### src/rtl/plss_pkg.sv
// Package for the pen line stroke synthesizer: widths, result kind codes and
// fixed arithmetic constants. No dependencies; imported by the top level and
// by its port checker.
package plss_pkg;

  localparam int COORD_BITS    = 10;
  localparam int DWELL_SAMPLES = 60;

  localparam int RATE_W  = 8;
  localparam int KIND_W  = 3;
  localparam int PRESS_W = 3;
  localparam int PC_W    = 10;
  localparam int ET_W    = 16;
  localparam int GAP_W   = 6;
  localparam int POS_W   = COORD_BITS + 3;
  localparam int STEP_W  = COORD_BITS - 1;
  localparam int IDX_W   = COORD_BITS;
  localparam int PROD_W  = COORD_BITS + IDX_W;
  localparam int CNT_W   = (COORD_BITS + 1 > PC_W + 1) ? COORD_BITS + 1 : PC_W + 1;
  localparam int DIV_W   = (PROD_W > CNT_W + 6) ? PROD_W : CNT_W + 6;
  localparam int DVS_W   = (STEP_W > RATE_W) ? STEP_W : RATE_W;
  localparam int DCNT_W  = $clog2(DIV_W + 1);
  localparam int ETF_W   = DIV_W + 2;

  // Result kinds
  localparam logic [KIND_W-1:0] KIND_HEADER = 3'd0;
  localparam logic [KIND_W-1:0] KIND_PEN    = 3'd1;
  localparam logic [KIND_W-1:0] KIND_UP     = 3'd2;
  localparam logic [KIND_W-1:0] KIND_GAP    = 3'd3;
  localparam logic [KIND_W-1:0] KIND_DOWN   = 3'd4;
  localparam logic [KIND_W-1:0] KIND_IDLE   = 3'd5;

  localparam logic [PRESS_W-1:0] PEN_PRESSURE = 3'd4;

  localparam logic [RATE_W-1:0] TICK_RATE_RESET = 8'd60;
  localparam int                STEPS_DEFAULT   = 10;
  localparam int                DTAP_LIMIT      = 4;
  localparam int                ET_BASE         = 5;
  localparam int                ET_SELECT_NUM   = 3600;
  localparam int                ET_MAX          = 65535;
  localparam int                PC_MAX          = 1023;

  // floor(rate * 9 / 60) == (rate * GAP_RECIP) >> GAP_SHIFT for every 8-bit rate
  localparam int GAP_RECIP   = 9831;
  localparam int GAP_SHIFT   = 16;
  localparam int GAP_PROD_W  = RATE_W + 14;

endpackage

### src/rtl/pen_line_stroke_synthesizer.sv
// Top level of the pen line stroke synthesizer: stroke sequencer, header
// arithmetic and a two-lane bit-serial divider. Depends on plss_pkg.
//
// Usage
//   Write the tick rate (samples per second) on the cfg channel while idle;
//   cfg_ready_o is always high. A transaction on the input channel with
//   action_i = 0 starts a line stroke from the two end points and returns one
//   header (point count, end time). Each later transaction with action_i = 1
//   returns the next sample: dwell samples for a selection, line samples,
//   and for a double tap a pen up, null gap samples, a pen down and the line
//   once more. A pull with no stroke running returns an idle result.
// Divider and throughput
//   Headers and mid-line samples go through the divider, which makes one
//   quotient bit per cycle in restoring form; x and y lanes run side by side.
//   The next input can be taken once that result is in the output register
//   and not held by out_stall_i. All other results land in the output
//   register at the accept edge, one item per cycle while no result is held
//   and the divider is idle.
// Stall
//   One output register holds the result while out_stall_i is high; the
//   input stalls while the divider runs or while a held result is not taken.
// Reset
//   rst_ni clears the sequencer to idle and the tick rate to 60.
module pen_line_stroke_synthesizer (
  input  logic                              clk_i,
  input  logic                              rst_ni,
  input  logic                              cfg_valid_i,
  output logic                              cfg_ready_o,
  input  logic [plss_pkg::RATE_W-1:0]       cfg_tick_rate_i,
  input  logic                              in_valid_i,
  output logic                              in_stall_o,
  input  logic                              action_i,
  input  logic [plss_pkg::COORD_BITS-1:0]   start_x_i,
  input  logic [plss_pkg::COORD_BITS-1:0]   start_y_i,
  input  logic [plss_pkg::COORD_BITS-1:0]   end_x_i,
  input  logic [plss_pkg::COORD_BITS-1:0]   end_y_i,
  input  logic                              selection_gesture_i,
  output logic                              out_valid_o,
  input  logic                              out_stall_i,
  output logic [plss_pkg::KIND_W-1:0]       kind_o,
  output logic [plss_pkg::POS_W-1:0]        pos_x_o,
  output logic [plss_pkg::POS_W-1:0]        pos_y_o,
  output logic [plss_pkg::PRESS_W-1:0]      pressure_o,
  output logic [plss_pkg::PC_W-1:0]         point_count_o,
  output logic [plss_pkg::ET_W-1:0]         end_time_o,
  output logic                              last_o
);
  import plss_pkg::*;

  // Stroke phases
  localparam logic [2:0] PH_IDLE  = 3'd0;
  localparam logic [2:0] PH_DWELL = 3'd1;
  localparam logic [2:0] PH_LINE  = 3'd2;
  localparam logic [2:0] PH_UP    = 3'd3;
  localparam logic [2:0] PH_GAP   = 3'd4;
  localparam logic [2:0] PH_DOWN  = 3'd5;
  localparam logic [2:0] PH_LINE2 = 3'd6;

  // Gesture modes
  localparam logic [1:0] MODE_PLAIN  = 2'd0;
  localparam logic [1:0] MODE_SELECT = 2'd1;
  localparam logic [1:0] MODE_DTAP   = 2'd2;

  // Architectural state
  logic [RATE_W-1:0]     tick_rate_q, tick_rate_d;
  logic [2:0]            phase_q, phase_d;
  logic [IDX_W-1:0]      step_idx_q, step_idx_d;
  logic [STEP_W-1:0]     seg_steps_q, seg_steps_d;
  logic [COORD_BITS-1:0] org_x_q, org_x_d, org_y_q, org_y_d;
  logic [COORD_BITS-1:0] tgt_x_q, tgt_x_d, tgt_y_q, tgt_y_d;
  logic [1:0]            mode_q, mode_d;
  logic [GAP_W-1:0]      gap_left_q, gap_left_d;

  // Divider and pending header
  logic                  busy_q, busy_d;
  logic                  is_hdr_q, is_hdr_d;
  logic [DCNT_W-1:0]     dcnt_q, dcnt_d;
  logic [DVS_W-1:0]      dvs_q, dvs_d;
  logic [DVS_W-1:0]      rem_x_q, rem_x_d, rem_y_q, rem_y_d;
  logic [DIV_W-1:0]      quo_x_q, quo_x_d, quo_y_q, quo_y_d;
  logic [PC_W-1:0]       hdr_cnt_q, hdr_cnt_d;

  // Output register
  logic                  out_valid_q, out_valid_d;
  logic [KIND_W-1:0]     kind_q, kind_d;
  logic [POS_W-1:0]      pos_x_q, pos_x_d, pos_y_q, pos_y_d;
  logic [PRESS_W-1:0]    press_q, press_d;
  logic [PC_W-1:0]       pc_q, pc_d;
  logic [ET_W-1:0]       et_q, et_d;
  logic                  last_q, last_d;

  logic in_accept, out_free;

  // Start arithmetic
  logic [COORD_BITS-1:0] dx, dy, dmax;
  logic                  is_dtap, is_sel;
  logic [STEP_W-1:0]     steps_raw, steps_pick, steps;
  logic [RATE_W-1:0]     rate_eff;
  logic [GAP_PROD_W-1:0] gap_prod;
  logic [GAP_W-1:0]      gap;
  logic [CNT_W-1:0]      count_base, count;
  logic [DIV_W-1:0]      count60;
  logic [PC_W-1:0]       count_sat;

  // Interpolation products
  logic [COORD_BITS-1:0] dabs_x, dabs_y;
  logic [PROD_W-1:0]     prod_x, prod_y;
  logic                  line_fin, line_more;

  // Divider lanes
  logic [DVS_W:0]        trial_x, trial_y, diff_x, diff_y;
  logic                  ge_x, ge_y;

  // Finish values
  logic [ETF_W-1:0]      et_full, steps3;
  logic [ET_W-1:0]       et_sat;
  logic [COORD_BITS-1:0] vx, vy;
  logic [IDX_W-1:0]      idx_inc;

  assign cfg_ready_o = 1'b1;
  assign out_free    = !out_valid_q || !out_stall_i;
  assign in_stall_o  = busy_q || !out_free;
  assign in_accept   = in_valid_i && !in_stall_o;

  assign dx      = (start_x_i >= end_x_i) ? start_x_i - end_x_i : end_x_i - start_x_i;
  assign dy      = (start_y_i >= end_y_i) ? start_y_i - end_y_i : end_y_i - start_y_i;
  assign dmax    = (dx > dy) ? dx : dy;
  assign is_dtap = selection_gesture_i && (dx < COORD_BITS'(DTAP_LIMIT))
                   && (dy < COORD_BITS'(DTAP_LIMIT));
  assign is_sel  = selection_gesture_i && !is_dtap;

  assign steps_raw  = dmax[COORD_BITS-1:1];
  assign steps_pick = is_sel ? (steps_raw >> 2) : steps_raw;
  assign steps      = (steps_pick == '0) ? STEP_W'(STEPS_DEFAULT) : steps_pick;

  assign rate_eff = (tick_rate_q == '0) ? RATE_W'(1) : tick_rate_q;
  assign gap_prod = GAP_PROD_W'(rate_eff) * GAP_PROD_W'(GAP_RECIP);
  assign gap      = gap_prod[GAP_SHIFT +: GAP_W];

  assign count_base = CNT_W'(steps) + CNT_W'(1);
  always_comb begin
    if (is_dtap) begin
      count = (count_base << 1) + CNT_W'(gap) + CNT_W'(2);
    end else if (is_sel) begin
      count = count_base + CNT_W'(DWELL_SAMPLES);
    end else begin
      count = count_base;
    end
  end
  assign count60   = (DIV_W'(count) << 6) - (DIV_W'(count) << 2);
  assign count_sat = (count > CNT_W'(PC_MAX)) ? PC_W'(PC_MAX) : count[PC_W-1:0];

  assign dabs_x = (tgt_x_q >= org_x_q) ? tgt_x_q - org_x_q : org_x_q - tgt_x_q;
  assign dabs_y = (tgt_y_q >= org_y_q) ? tgt_y_q - org_y_q : org_y_q - tgt_y_q;
  assign prod_x = PROD_W'(step_idx_q) * PROD_W'(dabs_x);
  assign prod_y = PROD_W'(step_idx_q) * PROD_W'(dabs_y);

  assign line_fin  = step_idx_q >= IDX_W'(seg_steps_q);
  assign line_more = line_fin && (phase_q == PH_LINE) && (mode_q == MODE_DTAP);
  assign idx_inc   = step_idx_q + IDX_W'(1);

  // One restoring step per lane: shift in the next dividend bit, subtract if it fits
  assign trial_x = {rem_x_q, quo_x_q[DIV_W-1]};
  assign trial_y = {rem_y_q, quo_y_q[DIV_W-1]};
  assign ge_x    = trial_x >= {1'b0, dvs_q};
  assign ge_y    = trial_y >= {1'b0, dvs_q};
  assign diff_x  = trial_x - {1'b0, dvs_q};
  assign diff_y  = trial_y - {1'b0, dvs_q};

  // Header end time from the quotient on lane x
  assign steps3  = (ETF_W'(seg_steps_q) << 1) + ETF_W'(seg_steps_q);
  assign et_full = ETF_W'(ET_BASE) + ((mode_q == MODE_SELECT) ? steps3 : '0)
                   + ETF_W'(quo_x_q);
  always_comb begin
    if (et_full > ETF_W'(ET_MAX)) begin
      et_sat = ET_W'(ET_MAX);
    end else if (et_full == ETF_W'(ET_BASE)) begin
      et_sat = ET_W'(ET_BASE + 1);
    end else begin
      et_sat = et_full[ET_W-1:0];
    end
  end

  // Interpolated coordinate: origin plus or minus the truncated quotient
  assign vx = (tgt_x_q >= org_x_q) ? org_x_q + quo_x_q[COORD_BITS-1:0]
                                   : org_x_q - quo_x_q[COORD_BITS-1:0];
  assign vy = (tgt_y_q >= org_y_q) ? org_y_q + quo_y_q[COORD_BITS-1:0]
                                   : org_y_q - quo_y_q[COORD_BITS-1:0];

  always_comb begin
    tick_rate_d = tick_rate_q;
    phase_d     = phase_q;
    step_idx_d  = step_idx_q;
    seg_steps_d = seg_steps_q;
    org_x_d     = org_x_q;
    org_y_d     = org_y_q;
    tgt_x_d     = tgt_x_q;
    tgt_y_d     = tgt_y_q;
    mode_d      = mode_q;
    gap_left_d  = gap_left_q;
    busy_d      = busy_q;
    is_hdr_d    = is_hdr_q;
    dcnt_d      = dcnt_q;
    dvs_d       = dvs_q;
    rem_x_d     = rem_x_q;
    rem_y_d     = rem_y_q;
    quo_x_d     = quo_x_q;
    quo_y_d     = quo_y_q;
    hdr_cnt_d   = hdr_cnt_q;
    out_valid_d = out_valid_q;
    kind_d      = kind_q;
    pos_x_d     = pos_x_q;
    pos_y_d     = pos_y_q;
    press_d     = press_q;
    pc_d        = pc_q;
    et_d        = et_q;
    last_d      = last_q;

    if (cfg_valid_i) begin
      tick_rate_d = cfg_tick_rate_i;
    end

    // Drop the held result once it is taken
    if (out_valid_q && !out_stall_i) begin
      out_valid_d = 1'b0;
    end

    if (busy_q) begin
      if (dcnt_q != '0) begin
        // Advance both lanes by one quotient bit
        rem_x_d = ge_x ? diff_x[DVS_W-1:0] : trial_x[DVS_W-1:0];
        rem_y_d = ge_y ? diff_y[DVS_W-1:0] : trial_y[DVS_W-1:0];
        quo_x_d = {quo_x_q[DIV_W-2:0], ge_x};
        quo_y_d = {quo_y_q[DIV_W-2:0], ge_y};
        dcnt_d  = dcnt_q - DCNT_W'(1);
      end else if (out_free) begin
        busy_d      = 1'b0;
        out_valid_d = 1'b1;
        last_d      = 1'b0;
        if (is_hdr_q) begin
          kind_d  = KIND_HEADER;
          pos_x_d = '0;
          pos_y_d = '0;
          press_d = '0;
          pc_d    = hdr_cnt_q;
          et_d    = et_sat;
        end else begin
          kind_d  = KIND_PEN;
          pos_x_d = {vx, 3'b000};
          pos_y_d = {vy, 3'b000};
          press_d = PEN_PRESSURE;
          pc_d    = '0;
          et_d    = '0;
        end
      end
    end

    if (in_accept) begin
      if (!action_i) begin
        // Start: latch the stroke and send the end-time division to lane x
        org_x_d     = start_x_i;
        org_y_d     = start_y_i;
        tgt_x_d     = end_x_i;
        tgt_y_d     = end_y_i;
        mode_d      = is_dtap ? MODE_DTAP : (is_sel ? MODE_SELECT : MODE_PLAIN);
        seg_steps_d = steps;
        gap_left_d  = is_dtap ? gap : '0;
        step_idx_d  = '0;
        phase_d     = is_sel ? PH_DWELL : PH_LINE;
        hdr_cnt_d   = count_sat;
        busy_d      = 1'b1;
        is_hdr_d    = 1'b1;
        dcnt_d      = DCNT_W'(DIV_W);
        dvs_d       = DVS_W'(rate_eff);
        rem_x_d     = '0;
        rem_y_d     = '0;
        quo_x_d     = is_sel ? DIV_W'(ET_SELECT_NUM) : count60;
        quo_y_d     = '0;
        out_valid_d = 1'b0;
      end else begin
        // Pull: default to a blank result, then fill in per phase
        out_valid_d = 1'b1;
        kind_d      = KIND_IDLE;
        pos_x_d     = '0;
        pos_y_d     = '0;
        press_d     = '0;
        pc_d        = '0;
        et_d        = '0;
        last_d      = 1'b0;
        case (phase_q)
          PH_DWELL: begin
            kind_d  = KIND_PEN;
            pos_x_d = {org_x_q, 3'b000};
            pos_y_d = {org_y_q, 3'b000};
            press_d = PEN_PRESSURE;
            if (idx_inc >= IDX_W'(DWELL_SAMPLES)) begin
              step_idx_d = '0;
              phase_d    = PH_LINE;
            end else begin
              step_idx_d = idx_inc;
            end
          end
          PH_LINE, PH_LINE2: begin
            if (line_fin) begin
              kind_d  = KIND_PEN;
              pos_x_d = {tgt_x_q, 3'b000};
              pos_y_d = {tgt_y_q, 3'b000};
              press_d = PEN_PRESSURE;
              last_d  = !line_more;
              phase_d = line_more ? PH_UP : PH_IDLE;
            end else begin
              // Mid-line sample: divide |d| * i by the step count on both lanes
              out_valid_d = 1'b0;
              busy_d      = 1'b1;
              is_hdr_d    = 1'b0;
              dcnt_d      = DCNT_W'(DIV_W);
              dvs_d       = DVS_W'(seg_steps_q);
              rem_x_d     = '0;
              rem_y_d     = '0;
              quo_x_d     = DIV_W'(prod_x);
              quo_y_d     = DIV_W'(prod_y);
              step_idx_d  = idx_inc;
            end
          end
          PH_UP: begin
            kind_d  = KIND_UP;
            phase_d = (gap_left_q != '0) ? PH_GAP : PH_DOWN;
          end
          PH_GAP: begin
            kind_d = KIND_GAP;
            if (gap_left_q <= GAP_W'(1)) begin
              gap_left_d = '0;
              phase_d    = PH_DOWN;
            end else begin
              gap_left_d = gap_left_q - GAP_W'(1);
            end
          end
          PH_DOWN: begin
            kind_d     = KIND_DOWN;
            step_idx_d = '0;
            phase_d    = PH_LINE2;
          end
          default: begin
            phase_d = PH_IDLE;
          end
        endcase
      end
    end
  end

  always_ff @(posedge clk_i or negedge rst_ni) begin
    if (!rst_ni) begin
      tick_rate_q <= TICK_RATE_RESET;
      phase_q     <= PH_IDLE;
      step_idx_q  <= '0;
      seg_steps_q <= '0;
      org_x_q     <= '0;
      org_y_q     <= '0;
      tgt_x_q     <= '0;
      tgt_y_q     <= '0;
      mode_q      <= MODE_PLAIN;
      gap_left_q  <= '0;
      busy_q      <= 1'b0;
      is_hdr_q    <= 1'b0;
      dcnt_q      <= '0;
      out_valid_q <= 1'b0;
    end else begin
      tick_rate_q <= tick_rate_d;
      phase_q     <= phase_d;
      step_idx_q  <= step_idx_d;
      seg_steps_q <= seg_steps_d;
      org_x_q     <= org_x_d;
      org_y_q     <= org_y_d;
      tgt_x_q     <= tgt_x_d;
      tgt_y_q     <= tgt_y_d;
      mode_q      <= mode_d;
      gap_left_q  <= gap_left_d;
      busy_q      <= busy_d;
      is_hdr_q    <= is_hdr_d;
      dcnt_q      <= dcnt_d;
      out_valid_q <= out_valid_d;
    end
  end

  // Payload registers: no reset
  always_ff @(posedge clk_i) begin
    dvs_q     <= dvs_d;
    rem_x_q   <= rem_x_d;
    rem_y_q   <= rem_y_d;
    quo_x_q   <= quo_x_d;
    quo_y_q   <= quo_y_d;
    hdr_cnt_q <= hdr_cnt_d;
    kind_q    <= kind_d;
    pos_x_q   <= pos_x_d;
    pos_y_q   <= pos_y_d;
    press_q   <= press_d;
    pc_q      <= pc_d;
    et_q      <= et_d;
    last_q    <= last_d;
  end

  assign out_valid_o   = out_valid_q;
  assign kind_o        = kind_q;
  assign pos_x_o       = pos_x_q;
  assign pos_y_o       = pos_y_q;
  assign pressure_o    = press_q;
  assign point_count_o = pc_q;
  assign end_time_o    = et_q;
  assign last_o        = last_q;

endmodule

### config.mk
export PLATFORM = sky130hd
export DESIGN_NAME = pen_line_stroke_synthesizer
export DESIGN_NICKNAME = d
export VERILOG_FILES = /design/src/rtl/plss_pkg.sv /design/src/rtl/pen_line_stroke_synthesizer.sv
export SDC_FILE = /design/constraint.sdc
export NUM_CORES = 1
export LEC_CHECK = 0
export BUFFER_PORTS_ARGS = -buffer_cell sky130_fd_sc_hd__buf_2
export CAP_MARGIN = 20
export CORE_MARGIN = 8
export CORE_UTILIZATION = 47
export CTS_BUF_LIST = sky130_fd_sc_hd__clkbuf_2
export DETAILED_ROUTE_END_ITERATION = 16
export PLACE_DENSITY = 0.72
export SYNTH_ARGS = -nofsm -noshare
export SYNTH_HDL_FRONTEND = slang
export SYNTH_SLANG_ARGS = --single-unit
### constraint.sdc
create_clock -name clk_i -period 9.6 [get_ports clk_i]
set_input_delay 0.96 -clock clk_i [delete_from_list [all_inputs] [get_ports clk_i]]
set_output_delay 0.96 -clock clk_i [all_outputs]
set_load 0.02 [all_outputs]
=== Yosys cells after proc, flatten, opt, wreduce, memory -nomap -nowiden ===
Index checks and enable logic that the tools add are counted.

* Bits in read-only memories: 0
* Latch bits: 0
* Word-level logic and storage cells: 251
* Memories kept: 0
* Register bits: 222
* Input port bits: 55
* Memory bits (writable): 0

* Shift operators: 0
* $lt $le $gt $ge: 14
* Bitwise logic cells: 1
* Div/mod/pow operators: 0
* Multipliers: 3
* Multiplexer cells: 138
* Reductions and logical operators: 25
* $add $sub $neg: 25
* Equality and inequality tests: 17

{| class="wikitable"
|+ Operator list
! operator !! number
|-
| $mux W20 || 13
|-
| $mux W13 || 14
|-
| $mux W9 || 18
|-
| $mux W10 || 16
|-
| $mux W16 || 8
|-
| $sub A10 B10 Y10 || 10
|-
| $pmux W13 S2 || 2
|-
| $mux W3 || 17
|-
| $ge A10 B10 Y1 || 4
|-
| $mul A10 B10 Y20 || 2
|-
| $mux W11 || 3
|-
| $ge A10 B9 Y1 || 3
|-
| $mux W5 || 6
|-
| $pmux W10 S3 || 1
|-
| $pmux W3 S5 || 2
|-
| $mux W1 || 28
|-
| $mux W6 || 4
|-
| $mul A8 B14 Y22 const B || 1
|-
| $add A12 B20 Y21 || 1
|-
| $eq A21 B3 Y1 const B || 1
|-
| $gt A21 B16 Y1 const B || 1
|-
| $add A10 B10 Y10 || 2
|-
| $lt A10 B3 Y1 const B || 2
|-
| $sub A17 B13 Y18 || 1
|-
| other kinds (38) || 63
|}

=== Depth between registers and ports, before layout ===
Gate-level depths: netlist of run 1.

* Word-level depth: 18
* Depth in mapped cells: 43

=== Worst setup path before layout of run 1 ===
Ideal clock, no wire load.

* Kind: flip-flop to flip-flop
* Start point: register tgt_y_q[0]
* End point: register quo_y_q[19]
* Library setup time: 120 ps
* Setup slack: 927 ps
* Data arrival time: 8553 ps
* Clock period less this slack: 8673 ps
* Stages on the path, launching flop included: 39
* Path through: dfrtp_1 inv_1 ha_1 inv_1 fa_1 a21o_1 a21oi_1 o221ai_1 o21a_1 o21ai_0 a21oi_1 o311a_1 o21ai_0 a21oi_1 o21ai_0 a21boi_0 o21ai_0 a221oi_1 [... 3 more ...] fa_1 fa_1 inv_1 fa_1 fa_1 fa_1 ha_1 inv_1 o21ai_0 a21oi_1 o21ai_0 a21oi_1 o21ai_0 a21oi_1 o21ai_0 o41ai_1 mux2i_1 a211o_1

* Longest elaborated chain between the ends: 7
* Elaborated cells between the ends (all ways): 9
* Classes of those cells: add/sub: 2; mul: 1; order compare: 1; mux: 5

{| class="wikitable"
|+ RTL lines
! item !! RTL line !! RTL
|-
| start: declaration || pen_line_stroke_synthesizer.sv:70 || <nowiki>logic [COORD_BITS-1:0] tgt_x_q, tgt_x_d, tgt_y_q, tgt_y_d;</nowiki>
|-
| start signal: assignment || pen_line_stroke_synthesizer.sv:375 || <nowiki>tgt_y_q <= tgt_y_d;</nowiki>
|-
| $sub A10 B10 Y10 / $ge A10 B10 Y1 (equally long branches) || pen_line_stroke_synthesizer.sv:154 || <nowiki>assign dabs_y = (tgt_y_q >= org_y_q) ? tgt_y_q - org_y_q : org_y_q - tgt_y_q;</nowiki>
|-
| $mux W10 (*) || pen_line_stroke_synthesizer.sv:154 ||
|-
| $mul A10 B10 Y20 (*) || pen_line_stroke_synthesizer.sv:156 || <nowiki>assign prod_y = PROD_W'(step_idx_q) * PROD_W'(dabs_y);</nowiki>
|-
| $mux W20 (*) || pen_line_stroke_synthesizer.sv:304 || <nowiki>if (line_fin) begin</nowiki>
|-
| $mux W20 (*) || pen_line_stroke_synthesizer.sv:290 || <nowiki>case (phase_q)</nowiki>
|-
| $mux W20 (*) || pen_line_stroke_synthesizer.sv:259 || <nowiki>if (!action_i) begin</nowiki>
|-
| $mux W20 (*) || pen_line_stroke_synthesizer.sv:258 || <nowiki>if (in_accept) begin</nowiki>
|-
| net quo_y_d[19] || pen_line_stroke_synthesizer.sv:80 || <nowiki>logic [DIV_W-1:0] quo_x_q, quo_x_d, quo_y_q, quo_y_d;</nowiki>
|-
| end signal: assignment || pen_line_stroke_synthesizer.sv:391 || <nowiki>quo_y_q <= quo_y_d;</nowiki>
|-
| end: declaration || pen_line_stroke_synthesizer.sv:80 ||
|}

The timed path passes the listed nets; every way through them passes the cells marked *.
A chain may end at the register's enable or synchronous reset.

=== Worst setup path in the final report of run 1 ===
Ends and elaborated chain as after synthesis.

==> summary.md, run 1 <==
| Metric | Value |
|---|---|
| Result of the run | finished, final reports clean |
| Setup violations, final | 0 |
| Total power after layout | 10.9 mW |
| DRT iter0 DRCs | 1575 |
| Net total in the final layout | 3771 |
| Slowest stage cell on the critical path | sky130_fd_sc_hd__fa_1 |
| Vias | 22309 |
| Vertical extent of the die | 250 um |
| Count of buffers from port buffering | 115 |
| Clock-pin transition on the worst setup and hold timing paths | 0.10 ns |
| Number of nets with antenna violations after routing | 0 |
| Dominant cell type by count on the critical path | sky130_fd_sc_hd__o21ai_0 |
| Type of the tightest min-delay check | in2reg |
| Synth top area share | 0.172 |
| Sequential-to-total area share from yosys stat | 0.198 |
| Maximum clock skew at final layout | 0.111 ns |
| Number of synthesis warnings | 0 |
| Number of global-route vias before repair | 21939 |
| Post-synthesis sequential element count | 222 |
| Clock latency on the worst-skew pair | 1.08 ns |
| Die Outline Area | 62300 sq um |
| Worst EP required | 10.48 ns |
| WP data arrival | 10.01 ns |
| Biggest fanout along the worst timing path | 3 |
| Pleak | 14.2 nW |
| Initial standard-cell utilization of the core | 0.476 |
| Transition time at the pin with the least slew margin | 1.10 ns |
| CTS tree | done |
| Rows | 85 |
| Number of optimization iterations in the first detailed-route pass | 6 |
| Max Cap Viol | 0 |
| Library cell used as clock root buffer | sky130_fd_sc_hd__clkbuf_2 |
| Highest clock rate | 110 MHz |
| Placed insts | 3830 |
| Period minus WS final | 9.13 ns |
| Floorplan Core Area | 53900 sq um |
| Critical path launch point type | flop |
| Biggest cell delay along the critical path | 0.56 ns |
| Overflow left after global routing | 0 |
| Sequential standard cell area | 5070 sq um |
| Fin cells | 3954 |
| Type of the worst setup path | reg2reg |
| Final-report hold violation count | 0 |
| Most numerous cell in the Yosys netlist | sky130_fd_sc_hd__inv_1 |
| Most area-hungry cell type in the Yosys netlist | sky130_fd_sc_hd__ha_1 |
| Tcrit/Tclk final | 0.951 |
| Placed wire-length estimate after detailed placement | 56400 um |
| Areal power density over the cells | 389 nW/um^2 |
| Global placement routability congestion | 0.937 |
| First-pass GRT wire length | 115000 um |
| Multi-input gate area in the final layout | 18700 sq um |
| Top cells by area in the synthesized netlist | sky130_fd_sc_hd__ha_1 (17%), sky130_fd_sc_hd__fa_1 (12%), sky130_fd_sc_hd__dfxtp_1 (9.1%), sky130_fd_sc_hd__dfrtp_1 (8.0%), sky130_fd_sc_hd__inv_1 (5.7%) |
| Post-synth cell types | 100 |
| Critical path capture point type | flop |
| Synth-to-Final Area Change | 8.95% |
| Filler instances | 5078 |
| Number of CTS-inserted buffers | 66 |
| Worst supply voltage drop on vdd | 0.200 mV |
| Overall Global Routing Usage | 0.227 |
| Boundary Pins | 117 |
| Clock buffer depth | 3 |
| Synth Cell Area | 25700 sq um |
| Post-detailed-route DRC marker count | 0 |
| Leading cell types by count after synthesis | sky130_fd_sc_hd__inv_1 (390), sky130_fd_sc_hd__ha_1 (352), sky130_fd_sc_hd__nand2_1 (332) |
| Total negative slack for setup checks | 0 ns |
| Clk sink count | 222 |
| Number of antenna violations at the first check in global routing | 1 |
| Prevailing post-synth register cell | sky130_fd_sc_hd__dfxtp_1 |
| Share of layout cells above drive strength 1 | 0.117 |
| Drt via density | 5.64 |
| Number of H-tree levels | 3 |
| Horizontal die dimension | 250 um |
| Crit path buffers/inverters | 5 |
| Design area | 28000 sq um |
| Detailed-route wire length | 72200 um |
| Number of enable flip-flop cells after synthesis | 19 |
| Post-DR wirelength/cell | 18.3 um |
| Async set-reset flop share out of synthesis | 0.387 |
| Family with the most delay on the worst path | compound AO/OA/AOI/OAI gates |
| Max-slew headroom at the worst pin | 0.264 |
| Count of final max-slew check failures | 0 |
| Synthesized area per cell | 8.36 sq um |
| Area after detailed placement | 27200 sq um |
| Post-synthesis cell count | 3068 |
| Largest net degree at the start of global routing | 78 |
report_power, final:
group          leakage [nW]  total (mW)  switching, mW  internal, mW
Combinational          11.5        8.30           4.96          3.34
Sequential             2.21        1.74          0.413          1.33
Clock                 0.489       0.822          0.462         0.360
Total                  14.2        10.9           5.84          5.03
cell usage in the layout (no fill, tap or decap), drive strengths merged, types with 72 or more instances in the layout:
master	synthesis	routed
inv	391	391
xnor2	99	99
buf	20	191
nor2	163	163
ha	352	352
a21o	72	72
o21ai	177	177
a21oi	206	206
clkbuf	104	101
dfrtp	82	82
fa	159	159
nand2	333	333
dfxtp	117	117
worst paths after layout:
kind | startpoint | depth (start not counted) | slack [ns] | to
hold / removal | cfg_tick_rate_i[2] | 3 | 0.16 | tick_rate_q[2]
min in group asynchronous | rst_ni | 2 | 0.42 | seg_steps_q[1]
hold reg to reg | end_time_o[8] | 2 | 0.45 | end_time_o[8]
setup reg to reg | tgt_y_q[0] | 39 | 0.47 | quo_y_q[19]
setup / recovery | tgt_y_q[0] | 39 | 0.47 | quo_y_q[19]
max in group asynchronous | rst_ni | 3 | 7.93 | step_idx_q[9]
cells by family (layout without fill, tap and decap cells):
logic type	Yosys count	in the layout	synth area share
buf+inv	517	705	0.0770
mux	78	78	0.0314
other cells	1	3	0.000146
compound gates	747	747	0.190
simple gates	850	850	0.158
fa+ha+maj	511	511	0.296
flops	222	222	0.198
xor+xnor	142	142	0.0499
through the flow:
stage | hold slack [ns] | setup WS, ns | util
5_1_grt | 0.126 | -0.0259 | 0.518
3_3_place_gp | 0.436 | 0.237 | 0.505
3_5_place_dp | 0.440 | 0.171 | 0.505
2_1_floorplan | 0.437 | 0.927 | -
6_report | 0.159 | 0.474 | 0.518
4_1_cts | 0.0230 | 0.205 | 0.517
final cells by class:
class,count,area share
Timing Repair Buffer,192,0.0415
Tap cell,696,0.0311
Antenna cell,1,0.0000895
Inverter,393,0.0528
Multi-Input combinational cell,2330,0.669
Sequential cell,222,0.181
Clock inverter,19,0.00573
Clock buffer,101,0.0181
state kept, by name, indices dropped and copies added (netlist names), 2 cells and up:
register and cells:
org_y_q 10, rem_y_q 9, tick_rate_q 8, quo_x_q 20, pos_y_o 13, hdr_cnt_q 10, step_idx_q 10, quo_y_q 20
seg_steps_q 9, tgt_x_q 10, rem_x_q 9, pos_x_o 13, org_x_q 10, gap_left_q 6, tgt_y_q 10, end_time_o 16
phase_q 3, dvs_q 9, dcnt_q 5, point_count_o 10, mode_q 2, pressure_o 3, kind_o 3
routing by layer:
layer | track usage | part of all wire | up-vias
li1 | - | - | 10815
met1 | 0.291 | 0.44 | 10696
met2 | 0.376 | 0.47 | 656
met3 | 0.0397 | 0.061 | 142
met4 | 0.0938 | 0.033 | 0
met5 | 0 | 0 | -
worst reg2reg max path: cells and delay by family, from the launching register on:
| kind | cells | cell delay (ns) |
|---|---|---|
| AOI/OAI and AO/OA | 23 | 4.12 |
| xor gates and xnor gates | 1 | 0.30 |
| adders and majority gates | 8 | 3.46 |
| buffers and inverters | 5 | 0.47 |
| DFF | 1 | 0.41 |
| muxes | 1 | 0.06 |
| and+or+nand+nor | 1 | 0.13 |
what timing repair did:
action                     CTS  global route
hold endpoints to repair    27             0
buffers inserted             0             1
hold buffers                 1             0
resized for setup            0            16
setup endpoints to repair    0             7
Note: power is estimated with default switching activity, not from simulation.
==> inputs of run 2 (changes only) <==
PLACE_DENSITY = 0.66   (was 0.72)
==> run 2 against run 1 <==
Highest routed layer unchanged. Power is 0.96% higher. Critical path depth is 2 higher. Clock power is 2.6% higher. Die area stayed put. Fmax is 1.7% higher. Via count is 0.43% higher.
==> summary.md, run 2 (same netlist as run 1, synthesis figures left out) <==
| Metric | Value |
|---|---|
| Area after detailed placement | 27100 sq um (was 27200 sq um) |
| Period minus WS final | 8.98 ns (was 9.13 ns) |
| Worst EP required | 10.59 ns (was 10.48 ns) |
| Count of final max-slew check failures | 0 (unchanged) |
| Horizontal die dimension | 250 um (unchanged) |
| Library cell used as clock root buffer | sky130_fd_sc_hd__clkbuf_2 (unchanged) |
| Number of H-tree levels | 3 (unchanged) |
| Final setup margin | 0.624 ns (was 0.474 ns) |
| Type of the worst setup path | reg2reg (unchanged) |
| Worst supply voltage drop on vdd | 0.199 mV (was 0.200 mV) |
| Dominant cell type by count on the critical path | sky130_fd_sc_hd__ha_1 (was sky130_fd_sc_hd__o21ai_0) |
| WP data arrival | 9.96 ns (was 10.01 ns) |
| CTS tree | done (unchanged) |
| Number of antenna violations at the first check in global routing | 1 (unchanged) |
| Drt via density | 5.68 (was 5.64) |
| First-pass GRT wire length | 122000 um (was 115000 um) |
| Critical path launch point type | flop (unchanged) |
| Critical path capture point type | flop (unchanged) |
| Most common cell after layout, fill and taps aside | sky130_fd_sc_hd__inv_1 (unchanged) |
| Highest clock rate | 111 MHz (was 110 MHz) |
| Max Cap Viol | 0 (unchanged) |
| Number of global-route vias before repair | 23060 (was 21939) |
| Total power after layout | 11.0 mW (was 10.9 mW) |
| Post-detailed-route DRC marker count | 0 (unchanged) |
| Pleak | 14.1 nW (was 14.2 nW) |
| Clock-pin transition on the worst setup and hold timing paths | 0.12 ns (was 0.10 ns) |
| Initial standard-cell utilization of the core | 0.476 (unchanged) |
| Clock buffer depth | 3 (unchanged) |
| Biggest cell delay along the critical path | 0.58 ns (was 0.56 ns) |
| Worst slack on hold paths | 0.169 ns (was 0.159 ns) |
| Number of CTS-inserted buffers | 67 (was 66) |
| Clock latency on the worst-skew pair | 1.05 ns (was 1.08 ns) |
| Synth-to-Final Area Change | 8.71% (was 8.95%) |
| Placed insts | 3821 (was 3830) |
| DRT iter0 DRCs | 1337 (was 1575) |
| Biggest fanout along the worst timing path | 4 (was 3) |
| Internal Dissipation | 5.03 mW (about the same) |
| Number of nets with antenna violations after routing | 0 (unchanged) |
| Areal power density over the cells | 393 nW/um^2 (was 389 nW/um^2) |
| Tcrit/Tclk final | 0.935 (was 0.951) |
| Clock network power share | 0.077 (was 0.076) |
| Boundary Pins | 117 (unchanged) |
| Highest-count cells in the layout ignoring fill and taps | sky130_fd_sc_hd__inv_1 (389), sky130_fd_sc_hd__ha_1 (352), sky130_fd_sc_hd__nand2_1 (332) (unchanged) |
| Vias | 22406 (was 22309) |
| Placed wire-length estimate after detailed placement | 59600 um (was 56400 um) |
| Transition time at the pin with the least slew margin | 1.24 ns (was 1.10 ns) |
| Rows | 85 (unchanged) |
| Final-report hold violation count | 0 (unchanged) |
| Count of buffers from port buffering | 115 (unchanged) |
| Design area | 27900 sq um (was 28000 sq um) |
| Setup violations, final | 0 (unchanged) |
| Power share of the combinational group | 0.762 (was 0.764) |
| Share of layout cells above drive strength 1 | 0.116 (was 0.117) |
| Overflow left after global routing | 0 (unchanged) |
| Result of the run | finished, final reports clean (unchanged) |
| Type of the tightest min-delay check | in2reg (unchanged) |
| Detailed-route wire length | 76500 um (was 72200 um) |
| Vertical extent of the die | 250 um (unchanged) |
| Net total in the final layout | 3762 (was 3771) |
| Overall Global Routing Usage | 0.240 (was 0.227) |
| Worst Setup Slack post-DPL | 0.0697 ns (was 0.171 ns) |
| Post-DR wirelength/cell | 19.4 um (was 18.3 um) |
| Share of total power consumed by net switching | 0.542 (was 0.537) |
| Clk sink count | 222 (unchanged) |
| Seq pwr share | 0.162 (was 0.160) |
| Die Outline Area | 62300 sq um (unchanged) |
| Number of optimization iterations in the first detailed-route pass | 5 (was 6) |
| Global placement routability congestion | 0.951 (was 0.937) |
| Fin cells | 3947 (was 3954) |
| Max-slew headroom at the worst pin | 0.167 (was 0.264) |
| Largest net degree at the start of global routing | 67 (was 78) |
| Maximum clock skew at final layout | 0.0768 ns (was 0.111 ns) |
| Length in cells of the worst reg-to-reg path | 41 (was 39) |
| Floorplan Core Area | 53900 sq um (unchanged) |
| Depth of the worst hold-timing path | 3 (unchanged) |
| Slowest stage cell on the critical path | sky130_fd_sc_hd__dfstp_2 (was sky130_fd_sc_hd__fa_1) |
| Switching power total | 5.95 mW (was 5.84 mW) |
==> run 2: cell types whose count changed in the layout (fill, tap and decap cells not counted), moves of 2 or more <==
cell / before / now
sky130_fd_sc_hd__nor2_2: 0 / 2
sky130_fd_sc_hd__a21oi_2: 3 / 6
sky130_fd_sc_hd__inv_6: 0 / 2
sky130_fd_sc_hd__clkbuf_2: 101 / 97
sky130_fd_sc_hd__clkinvlp_4: 2 / 0
sky130_fd_sc_hd__buf_4: 75 / 67
sky130_fd_sc_hd__clkinv_2: 2 / 5
sky130_fd_sc_hd__clkinv_4: 0 / 2
sky130_fd_sc_hd__a21oi_1: 201 / 198
==> run 2: final cells by class <==
class | instances | area [sq um]
Fill cell | 5160 | 26000
Multi-Input combinational cell | 2330 | 18700
Sequential cell | 222 | 5070
Inverter | 393 | 1480
Timing Repair Buffer | 182 | 1080
Tap cell | 696 | 871
Clock buffer | 97 | 485
Clock inverter | 26 | 203
Antenna cell | 1 | 2.50
==> run 2: timing repair <==
item / CTS / global route
endpoints found under the hold margin: 23 / 0
resized for setup: 0 / 17
hold buffers: 1 / 0
setup endpoints to repair: 0 / 11
buffers inserted: 0 / 1
==> run 2: power by group through the flow <==
stage          Clock (mW)  Sequential, mW  Combinational (mW)
5_1_grt             0.919            1.82                9.28
3_5_place_dp            0            1.78                8.18
2_1_floorplan           0            1.71                5.79
3_3_place_gp            0            1.76                7.99
6_report            0.843            1.77                8.36
4_1_cts             0.873            1.76                8.25
==> run 2: critical path: cells and delay by family, from the launching register on <==
| family | cells | cell delay (ns) |
|---|---|---|
| adder cells (fa/ha/maj) | 9 | 3.26 |
| buffers and inverters | 4 | 0.26 |
| AO/OA/AOI/OAI | 15 | 2.40 |
| AND/OR/NAND/NOR | 12 | 2.22 |
| XOR/XNOR | 1 | 0.20 |
| flip-flops | 1 | 0.58 |
==> run 2: worst paths after layout <==
kind	startpoint	to	slack (ns)
worst min-delay path	cfg_tick_rate_i[7]	tick_rate_q[7]	0.17
worst min register to register	point_count_o[6]	point_count_o[6]	0.45
min in group asynchronous	rst_ni	gap_left_q[3]	0.40
worst max-delay path	tick_rate_q[4]	quo_x_q[15]	0.62
max in group asynchronous	rst_ni	tgt_y_q[8]	7.93
worst max register to register	tick_rate_q[4]	quo_x_q[15]	0.62
==> run 2: layer usage <==
| metal | up-vias | global-route usage | share of wire |
|---|---|---|---|
| met2 | 700 | 0.406 | 0.47 |
| met3 | 132 | 0.0461 | 0.067 |
| met1 | 10792 | 0.301 | 0.43 |
| li1 | 10782 | - | - |
| met4 | 0 | 0.0920 | 0.032 |
| met5 | - | 0 | 0 |
==> run 2: through the flow <==
step                      setup TNS [ns]  utilization
after floorplan                        0            -
after global placement                 0        0.503
after detailed placement               0        0.503
after CTS                              0        0.516
after global routing             -0.0464        0.517
final                                  0        0.517
